[src/design/bps_pkg.sv]
package bps_pkg;

  // Selector codes carried in the input tuser.
  localparam logic [1:0] FUNC_NEW_FLOW = 2'd0;
  localparam logic [1:0] FUNC_PACKET   = 2'd1;
  localparam logic [1:0] FUNC_EXPORT   = 2'd2;

  // Configuration register indexes (paddr[2]).
  localparam logic REG_MAX_GAP   = 1'b0;
  localparam logic REG_MIN_BURST = 1'b1;

  localparam int          APB_ADDR_W      = 3;
  localparam logic [31:0] MAX_GAP_RESET   = 32'd1000000;
  localparam logic [15:0] MIN_BURST_RESET = 16'd3;

  typedef enum logic [1:0] {
    CMD_NEW_FLOW,
    CMD_PACKET,
    CMD_EXPORT
  } cmd_kind_e;

  // Classified item handed from the front end to the back end.
  typedef struct packed {
    cmd_kind_e   kind;
    logic        dir;
    logic [15:0] len;
    logic [47:0] t;
  } cmd_t;

  // One result word.
  typedef struct packed {
    logic        kept;
    logic        has_burst;
    logic        dir;
    logic [3:0]  index;
    logic [31:0] pkts;
    logic [31:0] bytes;
    logic [47:0] first_us;
    logic [47:0] last_us;
    logic        last;
  } res_t;

endpackage

[src/design/bps_front.sv]
module bps_front (
  input  logic          clk_i,
  input  logic          rst_ni,
  input  logic          in_vld_i,
  output logic          in_rdy_o,
  input  logic [1:0]    func_i,
  input  logic          dir_i,
  input  logic [15:0]   len_i,
  input  logic [47:0]   t_i,
  output logic          cmd_vld_o,
  input  logic          cmd_rdy_i,
  output bps_pkg::cmd_t cmd_o
);

  logic          vld_q, vld_d;
  bps_pkg::cmd_t cmd_q, cmd_d;
  logic          accept;
  logic          keep;
  bps_pkg::cmd_kind_e kind;

  // The stage takes a new word whenever it is empty or being drained.
  assign in_rdy_o = !vld_q || cmd_rdy_i;
  assign accept   = in_vld_i && in_rdy_o;

  // Decode the selector; unused selectors are accepted and dropped here.
  always_comb begin
    keep = 1'b1;
    kind = bps_pkg::CMD_PACKET;
    case (func_i)
      bps_pkg::FUNC_NEW_FLOW: kind = bps_pkg::CMD_NEW_FLOW;
      bps_pkg::FUNC_PACKET:   kind = bps_pkg::CMD_PACKET;
      bps_pkg::FUNC_EXPORT:   kind = bps_pkg::CMD_EXPORT;
      default:                keep = 1'b0;
    endcase
  end

  always_comb begin
    vld_d = vld_q && !cmd_rdy_i;
    cmd_d = cmd_q;
    if (accept) begin
      vld_d = keep;
      cmd_d = '{kind: kind, dir: dir_i, len: len_i, t: t_i};
    end
  end

  always_ff @(posedge clk_i or negedge rst_ni) begin
    if (!rst_ni) begin
      vld_q <= 1'b0;
    end else begin
      vld_q <= vld_d;
    end
  end

  always_ff @(posedge clk_i) begin
    cmd_q <= cmd_d;
  end

  assign cmd_vld_o = vld_q;
  assign cmd_o     = cmd_q;

endmodule

[config.mk]
export PLATFORM = sky130hd
export DESIGN_NAME = bps_front
export DESIGN_NICKNAME = d
export VERILOG_FILES = /design/src/design/bps_pkg.sv /design/src/design/bps_front.sv
export SDC_FILE = /design/constraint.sdc
export NUM_CORES = 1
export LEC_CHECK = 0
export ABC_AREA = 0
export ABC_CLOCK_PERIOD_IN_PS = 1900
export BUFFER_PORTS_ARGS = -buffer_cell sky130_fd_sc_hd__buf_2
export CORE_MARGIN = 4
export CORE_UTILIZATION = 41
export CTS_BUF_LIST = sky130_fd_sc_hd__clkbuf_8 sky130_fd_sc_hd__clkbuf_16
export CTS_CLUSTER_SIZE = 28
export DETAILED_ROUTE_END_ITERATION = 16
export GPL_TIMING_DRIVEN = 0
export PLACE_DENSITY_LB_ADDON = 0.08
export RECOVER_POWER = 50
export SYNTH_ARGS = -nofsm -noshare
export SYNTH_HDL_FRONTEND = slang
export SYNTH_SLANG_ARGS = --single-unit
[constraint.sdc]
create_clock -name clk_i -period 1.9 [get_ports clk_i]
set_input_delay 0.095 -clock clk_i [delete_from_list [all_inputs] [get_ports clk_i]]
set_output_delay 0.095 -clock clk_i [all_outputs]
set_load 0.01 [all_outputs]
Yosys cells after proc, flatten, opt, wreduce, memory -nomap -nowiden
Cells that the tools add are included.
Word-level totals
  flip-flop bits (word level): 68
  input port bits: 71
  logic and storage cells: 17
Cells by class
  eq/ne operators: 2
  mux-type cells: 3
  reductions and logical operators: 7
Operators by type and width (number)
  $pmux 2 s2: 1
  $reduce_or 3->1: 1
  $eq 2x1->1 const B: 1
  $eq 2x2->1 const B: 1
  $logic_and 1x1->1: 2
  $logic_not 1->1: 2
  $logic_not 2->1: 1
  $mux 1: 2
  $logic_or 1x1->1: 1

Depth between registers and ports, before layout
  depth in word-level cells: 4
  gate-level depth with buffers: 2

Worst setup path after synthesis
Ideal clock, no wire load.
  kind: register to register
  start: register vld_q, in the netlist cmd_vld_o
  end: register cmd_q, in the netlist cmd_o[0], enable pin
  library setup time: 378 ps
  data arrival time: 1098 ps
  setup slack: 424 ps
  stages on the path, launching flop included: 3
  clock period less this slack: 1476 ps
  cells stage by stage: dfrtp_1 nand2b_4 and2_4
On the way
  cells in the longest elaborated chain, start to end: 3
RTL lines
  start, declared: line bps_front.sv:15  | logic vld_q, vld_d;
  start signal, assigned: line bps_front.sv:50  | vld_q <= vld_d;
  $logic_not 1->1: line bps_front.sv:22  | assign in_rdy_o = !vld_q || cmd_rdy_i;
  $logic_or 1x1->1: line bps_front.sv:22
  named net in_rdy_o: line bps_front.sv:5  | output logic in_rdy_o,
  $logic_and 1x1->1: line bps_front.sv:23  | assign accept = in_vld_i && in_rdy_o;
  named net accept: line bps_front.sv:17  | logic accept;
  end signal, assigned: line bps_front.sv:55  | cmd_q <= cmd_d;
  end, declared: line bps_front.sv:16  | bps_pkg::cmd_t cmd_q, cmd_d;
The timed path passes the listed nets, and every way through them passes these cells.
A chain may end at the register's enable or synchronous reset.

Worst setup path in the final report
  start: register vld_q, in the netlist cmd_vld_o
  end: register cmd_q, in the netlist cmd_o[34], enable pin
On the way
  cells in the longest elaborated chain, start to end: 3
RTL lines (line)
  $logic_not 1->1: bps_front.sv:22
  $logic_or 1x1->1: bps_front.sv:22
  $logic_and 1x1->1: bps_front.sv:23
  named net accept: bps_front.sv:17
The timed path passes the listed nets, and every way through them passes these cells.

==> results.md <==
* Initial Utilization at 43.25%
* First drt pass iteration count at 4
* TritonCTS clock tree: yes
* Final Cell Area at approximately 0.0036 mm²
* Power consumption at between 3000 and 4000 µW
* Post-route ant nets at 0
* Die ar. at between 0.006 and 0.007 mm²
* Slew headroom at 44.14%
* DRC violations left at 0
* Via density at 4.310
* Commonest cells after routing, fill and taps aside: 102 x buf_2, 67 x edfxtp_1, 66 x dlygate4sd3_1
* HP Start: cmd_rdy_i
* Final Cycle Share at 84.08%
* Crit path DAT at around 1.5 ns
* Largest net degree at the start of global routing at 68
* Clock Latency Late Sink at 0.32 ns
* Critical Path Start: cmd_vld_o
* Initial antenna violation count at 0
* Die Height at 79.28 µm
* GRT Overall Usage at 18.33%
* First-pass GRT wire length at 8.438 mm
* Crit start category: register
* FMAX at roughly 630 MHz
* Final setup fails at 0
* CP peak stage delay at 0.68 ns
* Syn nets at 145
* Setup crit end kind: register
* Final WL at roughly 5.8 mm
* DR WL/cell at 16.10 µm
* Vias in the first global route at 1,763
* Clock skew at between 0.005 and 0.006 ns
* RSZ-0062 raised after global routing: false
* Netlist cell types at 8
* Syn Area/Cell at 28.15 µm²
* Status: finished, final reports clean
* Vias at 1,556
* I/O pin count at 140
* Dpl cell area at 0.002863 mm²
* DRT iter0 DRCs at 63
* Clock Tree Root: clkbuf_8
* CTS Buffer Depth at 2
* Hold Crit Class: in -> reg
* Placement Setup Slack at 0.3097 ns
* Min Tclk post-route at 1.598 ns
* ANT cells at 0
* Filler cells at 338
* Die X at 79.28 µm
* Post-synthesis sequential area ratio at between 90% and 100%
* Crit path kind: reg -> reg
* Commonest non-fill, non-tap cell in the layout: buf_2
* Final WS setup at between 0.3 and 0.4 ns
* Htree depth at 3
* Peak supply drop at 0.5248 mV
* CP max FO at 67
* Max-slew violations at 0
* Port Buf Inserts at 139
* CTS Sinks at 68
* Clock transition time at the flip-flop clock pins of the worst setup and hold paths at 0.07 ns
* Crit-path cells: nand2b_2 -> and2_4
* FF+latch count, synth at about 70
* Layout cells sized above 1 at approximately two fifths
* Gpl congestion at 0.6988
* CTS buffer count at 9
* Req. time, crit path at between 1.5 and 2 ns
* GRT overflow at 0
* Static leakage at 0.001469 µW
* Ys Warns at 0
* DP HPWL at 3.196 mm
* Hold Fails Final Rpt at 0
* Area grow syn2layout at 73.69%
* Worst path slowest cell: and2_4
* Mapped Cells at 74
* Max Cap Viol at 0
* R2r startpoint: cmd_vld_o
* Post-CTS Resized at 0
* Post-route setup TNS at 0 ns
* Mapped Area at 0.002083 mm²
* # nets final at 361
* Worst slew pin tran at 0.8379 ns
* Core Region at about 0.0048 mm²
* Site Rows at 25
* Pwr/cell area at around 840 mW/mm²
[synthesized netlist by cell type (all sizes together)]
library cell	count	area [µm²]
clkbuf	1	3.750
a21bo	1	10.01
dfrtp	1	25.02
and2	1	8.760
nand2b	1	13.76
nor2b	1	6.260
nand2	1	3.750
edfxtp	67	2012
[registers in the layout, summed over array words and instances, names as in the netlist]
| register | count |
|---|---|
| cmd_o | 67 |
| cmd_vld_o | 1 |
[layer usage]
metal	track usage, %	wire, µm
met2	36.95	3401
met3	5.556	492
met5	0	0
met4	8.076	91
met1	16.12	1826
[critical path, delay by kind of cell, from the launching register on]
kind / cells / cell delay [ns]
simple gates: 2 / 0.77
flops: 1 / 0.40
[worst paths after layout]
kind | slack [ns] | to | depth (start not counted)
worst max-delay path | 0.30 | cmd_o[34] | 2
worst min-delay path | 0.07 | cmd_vld_o | 3
worst max register to register | 0.30 | cmd_o[34] | 2
worst min register to register | 0.56 | cmd_vld_o | 2
max in group asynchronous | 1.73 | cmd_vld_o | 2
min in group asynchronous | 0.09 | cmd_vld_o | 2
[cell families (layout without fill, tap and decap cells)]
| kind of cell | after synthesis | count (layout) | synth area share [%] |
|---|---|---|---|
| buf+inv | 1 | 221 | 0.1800 |
| compound gates | 1 | 1 | 0.4805 |
| flops | 68 | 68 | 97.78 |
| simple gates | 4 | 4 | 1.562 |
[final cells by class]
cell class,instances,area (µm²),area share (%)
Clock buffer,9,123.9,3.423
Clock inverter,6,22.52,0.6224
Sequential cell,68,2037,56.29
Tap cell,67,83.83,2.317
Timing Repair Buffer,205,1310,36.20
Buffer,1,3.754,0.1037
Multi-Input combinational cell,5,37.54,1.037
[per-stage QoR]
step                      instances  hold WS (ns)  util [%]
final                           361       0.07417     75.12
after CTS                       361       0.03970     76.18
after global placement          280       -0.1302     59.43
after floorplan                  74       -0.2006         -
after global routing            361       0.07447     75.12
after detailed placement        280       -0.1280     59.43
[where the power goes]
part | switching, µW | internal, µW | leakage [µW] | total, µW
combinational | 162 | 187 | 0.000741 | 349
sequential | 23.4 | 1760 | 0.000653 | 1780
clock | 485 | 440 | 0.0000741 | 925
total | 671 | 2390 | 0.00147 | 3060
[what timing repair did]
action,CTS,global route
setup endpoints to repair,0,0
endpoints found under the hold margin,66,0
hold buffers,66,0
setup buffers,0,0
Power figures use the tool's default switching activity.
