<file path="config.mk">
export PLATFORM = sky130hd
export DESIGN_NAME = bps_cmd_fifo
export DESIGN_NICKNAME = d
export VERILOG_FILES = /design/src/design/bps_pkg.sv /design/src/design/bps_cmd_fifo.sv
export SDC_FILE = /design/constraint.sdc
export NUM_CORES = 1
export LEC_CHECK = 0
export BUFFER_PORTS_ARGS = -buffer_cell sky130_fd_sc_hd__buf_2
export CAP_MARGIN = 20
export CORE_ASPECT_RATIO = 1.5
export CORE_MARGIN = 4
export CORE_UTILIZATION = 43
export CTS_CLUSTER_SIZE = 28
export DETAILED_ROUTE_END_ITERATION = 16
export PLACE_DENSITY = 0.68
export SYNTH_ARGS = -nofsm -noshare
export SYNTH_HDL_FRONTEND = slang
export SYNTH_SLANG_ARGS = --single-unit
export TNS_END_PERCENT = 100
</file>
<file path="constraint.sdc">
create_clock -name clk_i -period 12.2 [get_ports clk_i]
set_clock_uncertainty 0.05 [all_clocks]
set_input_delay 2.44 -clock clk_i [delete_from_list [all_inputs] [get_ports clk_i]]
set_output_delay 2.44 -clock clk_i [all_outputs]
set_load 0.02 [all_outputs]
</file>
<file path="src/design/bps_pkg.sv">
package bps_pkg;

  // Selector codes carried in the input tuser.
  localparam logic [1:0] FUNC_NEW_FLOW = 2'd0;
  localparam logic [1:0] FUNC_PACKET   = 2'd1;
  localparam logic [1:0] FUNC_EXPORT   = 2'd2;

  // Configuration register indexes (paddr[2]).
  localparam logic REG_MAX_GAP   = 1'b0;
  localparam logic REG_MIN_BURST = 1'b1;

  localparam int          APB_ADDR_W      = 3;
  localparam logic [31:0] MAX_GAP_RESET   = 32'd1000000;
  localparam logic [15:0] MIN_BURST_RESET = 16'd3;

  typedef enum logic [1:0] {
    CMD_NEW_FLOW,
    CMD_PACKET,
    CMD_EXPORT
  } cmd_kind_e;

  // Classified item handed from the front end to the back end.
  typedef struct packed {
    cmd_kind_e   kind;
    logic        dir;
    logic [15:0] len;
    logic [47:0] t;
  } cmd_t;

  // One result word.
  typedef struct packed {
    logic        kept;
    logic        has_burst;
    logic        dir;
    logic [3:0]  index;
    logic [31:0] pkts;
    logic [31:0] bytes;
    logic [47:0] first_us;
    logic [47:0] last_us;
    logic        last;
  } res_t;

endpackage

</file>
<file path="src/design/bps_cmd_fifo.sv">
module bps_cmd_fifo (
  input  logic          clk_i,
  input  logic          rst_ni,
  input  logic          push_vld_i,
  output logic          push_rdy_o,
  input  bps_pkg::cmd_t push_i,
  output logic          pop_vld_o,
  input  logic          pop_i,
  output bps_pkg::cmd_t pop_o
);

  localparam int Depth = 2;
  localparam int PtrW  = $clog2(Depth);
  localparam int CntW  = $clog2(Depth + 1);

  bps_pkg::cmd_t      buf_q [Depth];
  logic [PtrW-1:0]    wr_ptr_q, rd_ptr_q;
  logic [CntW-1:0]    cnt_q;
  logic               push, pop;

  assign push_rdy_o = cnt_q != CntW'(Depth);
  assign pop_vld_o  = cnt_q != '0;
  assign push       = push_vld_i && push_rdy_o;
  assign pop        = pop_i && pop_vld_o;
  assign pop_o      = buf_q[rd_ptr_q];

  // Pointer and fill count bookkeeping.
  always_ff @(posedge clk_i or negedge rst_ni) begin
    if (!rst_ni) begin
      wr_ptr_q <= '0;
      rd_ptr_q <= '0;
      cnt_q    <= '0;
    end else begin
      if (push) begin
        wr_ptr_q <= wr_ptr_q + PtrW'(1);
      end
      if (pop) begin
        rd_ptr_q <= rd_ptr_q + PtrW'(1);
      end
      if (push && !pop) begin
        cnt_q <= cnt_q + CntW'(1);
      end else if (pop && !push) begin
        cnt_q <= cnt_q - CntW'(1);
      end
    end
  end

  always_ff @(posedge clk_i) begin
    if (push) begin
      buf_q[wr_ptr_q] <= push_i;
    end
  end

endmodule

</file>
# Word-level counts from Yosys, hierarchy flattened
# Memory sizes are Yosys's and may differ from the RTL's.
# Cells that the tools add are included.
# totals
wordCells	21
memories	1
output_inout_bits	69
ramBits	134
ff_bits	4
in_bits	71
# memory_table
memory	depth	width	read_ports	rd_ports_with_merged_regs	write_ports	line	rtl
buf_q	2	67	1	0	1	bps_cmd_fifo.sv:16	bps_pkg::cmd_t buf_q [Depth];
# classes
n_addsub	4
muxes	4
eq_ne	1
reduce_logical	8
# op_table
cell	n
$logic_and A1 B1 Y1	4
$mux W2	2
$reduce_bool A2 Y1	2
$add A1 B1 Y1 const B	2
$add A2 B1 Y2 const B	1
$logic_not A1 Y1	2
$mux W1	2
$ne A2 B2 Y1 const B	1
$sub A2 B1 Y2 const B	1

# Longest topological paths before layout
# Gate-level depths: netlist (run 1).
# logic_depth
depth_word	6
depth_mapped	7
ltp_nobuf	7

# Worst setup path after synthesis (run 1)
# Ideal clock, no wire load.
# synth_path
path_kind	input-to-reg
start	input push_vld_i
end	memory buf_q[0][0] in the netlist's numbering (enable)
stages	2
setup_time_ps	492
required_ps	11658
path_buffers	0
t_arrival_ps	5336
setup_slack_ps	6321
cell_sequence	nand2_1 > nor2_1
# synth_via
elab_chain_cells	3
# synth_lines
element	line	rtl
from (decl)	bps_cmd_fifo.sv:4	input logic push_vld_i,
$logic_and A1 B1 Y1	bps_cmd_fifo.sv:23	assign push = push_vld_i && push_rdy_o;
$mux W1	bps_cmd_fifo.sv:49	if (push) begin
$mux W1 (implied by the code)	bps_cmd_fifo.sv:50	buf_q[wr_ptr_q] <= push_i;
to (decl)	bps_cmd_fifo.sv:16	
# Every way passes these cells.

==> impl_metrics.toml, run 1 <==
[setup_path]
cp_max_fo = 68
worstPathArrival_ns = 2.14
crit_path_start = "rd_ptr_q$_DFFE_PN0P_"
reg2reg_slack_ns = 9.98
path_class = "reg2out"
required_ns = 9.71
r2r-start = "cnt_q[0]$_DFFE_PN0P_"
reg2regPathDepth = 4
end_kind = "output port"
cp-start-kind = "flop"
worst_r2r_endpoint = "buf_q[0][6]$_DFFE_PP_"

[die]
row_count = 48
die_h_um = 141.6
core_um2 = 11590
initial_core_util_pct = 44.17
fp.dieW_um = 97.10
ioPinCount = 140
dieArea_um2 = 13750

[logic_synthesis]
netlist_area_um2 = 5120
syn_nets = 299
yosysTopAreaCell = "edfxtp_1"
synth_area_leaders = "edfxtp_1 79%, mux2_2 10%, mux2_4 5.9%"
ys_types = 16
ys_ff_latch = 138
yosys_warnings = 0
syn_inst = 227
avgSynthCellArea_um2 = 22.55
yosysSeqAreaShare_pct = 80.55
synth_top_area_share_pct = 78.59

[worst_hold_path]
hold_end = "cnt_q[1]$_DFFE_PN0P_"
worstHoldStart = "cnt_q[1]$_DFFE_PN0P_"
hp-class = "reg2reg"
hold_depth = 1

[sta]
fmax_mhz = 216.1
slew_headroom_pct = 31.77
min_period_ns = 4.628
worstMarginPinSlew_ns = 1.023
setup_viol = 0
finalHoldViolations = 0
drv_slew = 0
finalSetupTns_ns = 0
min_period_over_period_pct = 37.93
rsz0062_at_grt = "no"

[global_route]
grt_pass1_wl_um = 14050
antenna_found_initial = 1
grt_max_degree = 69
grt.total_usage_pct = 13.65
grt_pass1_vias = 2850
grt-ovfl-total = 0

[layout]
fill_cells = 921
syn_to_final_growth_pct = 27.71
nets = 450
instances_no_fill = 541
diodes = 0
final_layout_size_suffix_gt1_share_pct = 60.87

[placement]
place_congestion = 0.6966
io_buffers = 139
dpl.hpwl_um = 5961
dp_cells = 509

[power_and_ir_drop]
leakagePower_nw = 2.515
cellPowerDensity_nw_per_um2 = 261.8
total_power_w = 0.001712
ir_drop_mv = 0.1572

[detailed_routing]
drc = 0
routed_wl_um = 9073
post_drt_wl_per_cell_um = 16.77
vias = 2553
ant_nets = 0
first_pass_iters = 6
drt_iter0_markers = 94
vias_per_cell = 4.719

[outcome]
status = "completed"

[clock_tree]
path_clk_slew_ns = 0.05
post-cts-setup-buffer-count = 0
tritoncts = "yes"
htreeDepth = 4
clockRootBuffer = "clkbuf_16"
cts.sinks = 138
cts_made_buffers = 17
clkLatencyLatePin_ns = 0.40
hold_buffers = 0
clock_path_buffers = 2
cts_resized = 0

[flow_run]
maxCapViolCount = 0
routing by layer:
metal	global-route usage, %	wire length (um)	vias to the layer above
met4	6.953	225	2
li1	-	-	1198
met2	25.80	5158	86
met3	4.624	521	21
met1	12.88	3154	1246
met5	0	13	-
cells by family after synthesis:
group / Yosys count / share of synthesized area, %
fa+ha+maj: 1 / 0.2443
xor+xnor: 5 / 0.8555
simple gates: 7 / 0.6602
mux: 67 / 16.20
flops: 138 / 80.55
buf+inv: 9 / 1.491
how the worst max path moves through the flow:
stage,cells past startpoint,to,slack (ns)
3_5_place_dp,4,buf_q[0][66]$_DFFE_PP_,7.97
3_3_place_gp,2,pop_o[13],7.97
4_1_cts,2,pop_o[13],7.52
5_1_grt,2,pop_o[59],7.47
2_1_floorplan,2,buf_q[0][0]$_DFFE_PP_,6.32
6_report,2,pop_o[13],7.57
cell type report:
cell class,instances,area [um^2],share of cell area [%]
Sequential cell,138,4128,63.13
Multi-Input combinational cell,80,932.1,14.26
Timing Repair Buffer,140,703.2,10.75
Clock buffer,18,429.2,6.563
Tap cell,150,187.7,2.870
Clock inverter,14,155.1,2.373
Inverter,1,3.754,0.05741
flip-flops by register name, summed over array words and instances (netlist names):
| register | count |
|---|---|
| buf_q | 134 |
| cnt_q | 2 |
| rd_ptr_q | 1 |
| wr_ptr_q | 1 |
power by group:
part           internal [W]  switching (W)  total [W]
Clock              0.000318       0.000180   0.000498
Sequential         0.000651      0.0000751   0.000726
Combinational      0.000216       0.000272   0.000489
synth_stat cells:
cell type / number
ha_1: 1
and3_1: 1
mux2_2: 47
mux2_4: 20
or2_2: 1
nor2_1: 2
xor2_1: 2
edfxtp_1: 134
buf_8: 2
xnor2_1: 3
nand2_1: 2
buf_6: 2
buf_2: 4
dfrtp_1: 4
nand2b_1: 1
inv_1: 1
through the flow:
stage / hold WS, ns / utilization (%) / cell area (um^2) / setup slack [ns]
2_1_floorplan: 0.4059 / - / 5120 / 6.321
3_3_place_gp: 0.4236 / 51.37 / 5954 / 7.969
3_5_place_dp: 0.4380 / 51.37 / 5954 / 7.968
4_1_cts: 0.4558 / 56.41 / 6539 / 7.523
5_1_grt: 0.4756 / 56.41 / 6539 / 7.472
6_report: 0.4486 / 56.41 / 6539 / 7.572
layout by cell type (no fill, tap or decap), types with 3 or more instances in the layout:
cell type | netlist | routed
buf_2 | 4 | 139
dfrtp_1 | 4 | 3
mux2_4 | 20 | 20
edfxtp_1 | 134 | 134
clkinvlp_4 | 0 | 3
clkbuf_16 | 0 | 17
xnor2_1 | 3 | 3
mux2_2 | 47 | 47
bufinv_16 | 0 | 3
clkinv_1 | 0 | 4
critical path, stage by stage, from the launching register on:
cell,delay [ns]
dfrtp_4,1.10
mux2_2,0.43
buf_2,0.16
Note: power is estimated with default switching activity, not from simulation.
==> inputs of run 2 (changes only) <==
- clock period: 12.2 -> 4.83 ns (I/O delays scaled with it)
==> run 2 against run 1 <==
Against the previous run:
- design area increased by 0.69%
- critical path depth unchanged
- die area unchanged
- register-to-register slack got worse by 7.4 ns
- sequential share of layout area decreased by 0.43 points
- global-route usage increased by 0.20 points
- critical endpoint is now pop_o[54]
- largest power group unchanged
==> impl_metrics.toml, run 2 (synthesis gave the netlist of run 1 again) <==
[outcome]
status = "completed"

[clock_tree]
clock_path_buffers = 2
cts_resized = 0
hold_buffers = 0
clockRootBuffer = "clkbuf_16"
post-cts-setup-buffer-count = 0
cts.sinks = 138
clkLatencyLatePin_ns = 0.40
tritoncts = "yes"
htreeDepth = 4
cts_made_buffers = 17
path_clk_slew_ns = 0.06

[detailed_routing]
routed_wl_um = 9114
vias_per_cell = 4.693
drt_iter0_markers = 147
vias = 2539
post_drt_wl_per_cell_um = 16.85
ant_nets = 0
drc = 0
first_pass_iters = 4

[sta]
rsz0062_at_grt = "no"
setup_viol = 0
fmax_mhz = 316.7
finalSetupTns_ns = 0
finalHoldViolations = 0
drv_slew = 0
min_period_over_period_pct = 65.38
min_period_ns = 3.158
slew_headroom_pct = 31.37
worstMarginPinSlew_ns = 1.029

[setup_path]
reg2regPathDepth = 4
end_kind = "output port"
worstPathArrival_ns = 2.14
r2r-start = "cnt_q[0]$_DFFE_PN0P_"
required_ns = 3.81
worst_r2r_endpoint = "buf_q[0][13]$_DFFE_PP_"
cp_max_fo = 68
reg2reg_slack_ns = 2.60
path_class = "reg2out"
cp-start-kind = "flop"

[die]
initial_core_util_pct = 44.17
die_h_um = 141.6
core_um2 = 11590
row_count = 48
dieArea_um2 = 13750
ioPinCount = 140
fp.dieW_um = 97.10

[layout]
final_layout_size_suffix_gt1_share_pct = 60.87
final_cell_mix = "139 x buf_2, 134 x edfxtp_1, 47 x mux2_2, 20 x mux2_4, 17 x clkbuf_16"
syn_to_final_growth_pct = 28.59
diodes = 0
reg_top3 = "buf_q (134), cnt_q (2)"
seqCellArea_um2 = 4128
fin_area_um2 = 6584
layout_commonest_cell = "buf_2"
nets = 450
top_register = "buf_q"
largest_reg_flops = 134
multi_input_area_um2 = 932.1
fill_cells = 925

[global_route]
grt_pass1_vias = 2899
grt-ovfl-total = 0
antenna_found_initial = 1
grt_pass1_wl_um = 14410
grt.total_usage_pct = 13.85
grt_max_degree = 69

[power_and_ir_drop]
cellPowerDensity_nw_per_um2 = 672.8
ir_drop_mv = 0.5298
leakagePower_nw = 2.544

[placement]
place_congestion = 0.6971
dpl.hpwl_um = 5986
io_buffers = 139
place_area_um2 = 5954

[flow_run]
maxCapViolCount = 0

[worst_hold_path]
hp-class = "in2async"
==> run 2: cell count changes in the layout (fill, tap and decap cells not counted) <==
| cell | change |
|---|---|
| bufinv_16 | +2 |
| clkinv_4 | -2 |
| inv_6 | +2 |
| clkinvlp_4 | -2 |
==> run 2: layout make-up <==
cell class                      instances  share of cell area (%)
Tap cell                              150                   2.851
Clock inverter                         14                   3.041
Timing Repair Buffer                  140                   10.68
Clock buffer                           18                   6.518
Inverter                                1                 0.05701
Multi-Input combinational cell         80                   14.16
Sequential cell                       138                   62.69
==> run 2: report_power, final <==
part | internal, W | switching, W
Combinational | 0.000547 | 0.000687
Clock | 0.000910 | 0.000452
Sequential | 0.00164 | 0.000190
==> run 2: worst max-delay path, cell delays in order (launching register included) <==
cell and delay [ns]:
dfrtp_4 1.08, mux2_2 0.43, buf_2 0.16
==> run 2: through the flow <==
step	setup WS, ns	power (W)	util, %	hold slack, ns	cells
3_5_place_dp	2.077	0.003127	51.37	0.4343	509
2_1_floorplan	0.4251	0.002752	-	0.4059	227
3_3_place_gp	2.075	0.003101	51.37	0.4236	509
4_1_cts	1.638	0.004497	56.80	0.2941	541
5_1_grt	1.592	0.004647	56.80	0.2883	541
6_report	1.672	0.004430	56.80	0.3093	541
==> run 2: how the worst max path moves through the flow <==
stage                                    start               endpoint  slack [ns]  depth (start not counted)
final                     rd_ptr_q$_DFFE_PN0P_              pop_o[54]        1.67                          2
after global routing      rd_ptr_q$_DFFE_PN0P_              pop_o[53]        1.59                          2
after CTS                 rd_ptr_q$_DFFE_PN0P_              pop_o[13]        1.64                          2
after detailed placement  rd_ptr_q$_DFFE_PN0P_              pop_o[13]        2.08                          2
after global placement    rd_ptr_q$_DFFE_PN0P_              pop_o[13]        2.08                          2
after floorplan                     push_vld_i  buf_q[0][0]$_DFFE_PP_        0.43                          2
==> run 2: layer usage <==
| metal | part of all wire (%) | global-route usage (%) | routed length, um | up-vias |
|---|---|---|---|---|
| li1 | - | - | - | 1202 |
| met3 | 4.6 | 4.673 | 422 | 10 |
| met4 | 1.5 | 6.139 | 138 | 2 |
| met2 | 58 | 26.27 | 5288 | 77 |
| met1 | 36 | 13.42 | 3255 | 1248 |
| met5 | 0.099 | 0 | 9 | - |
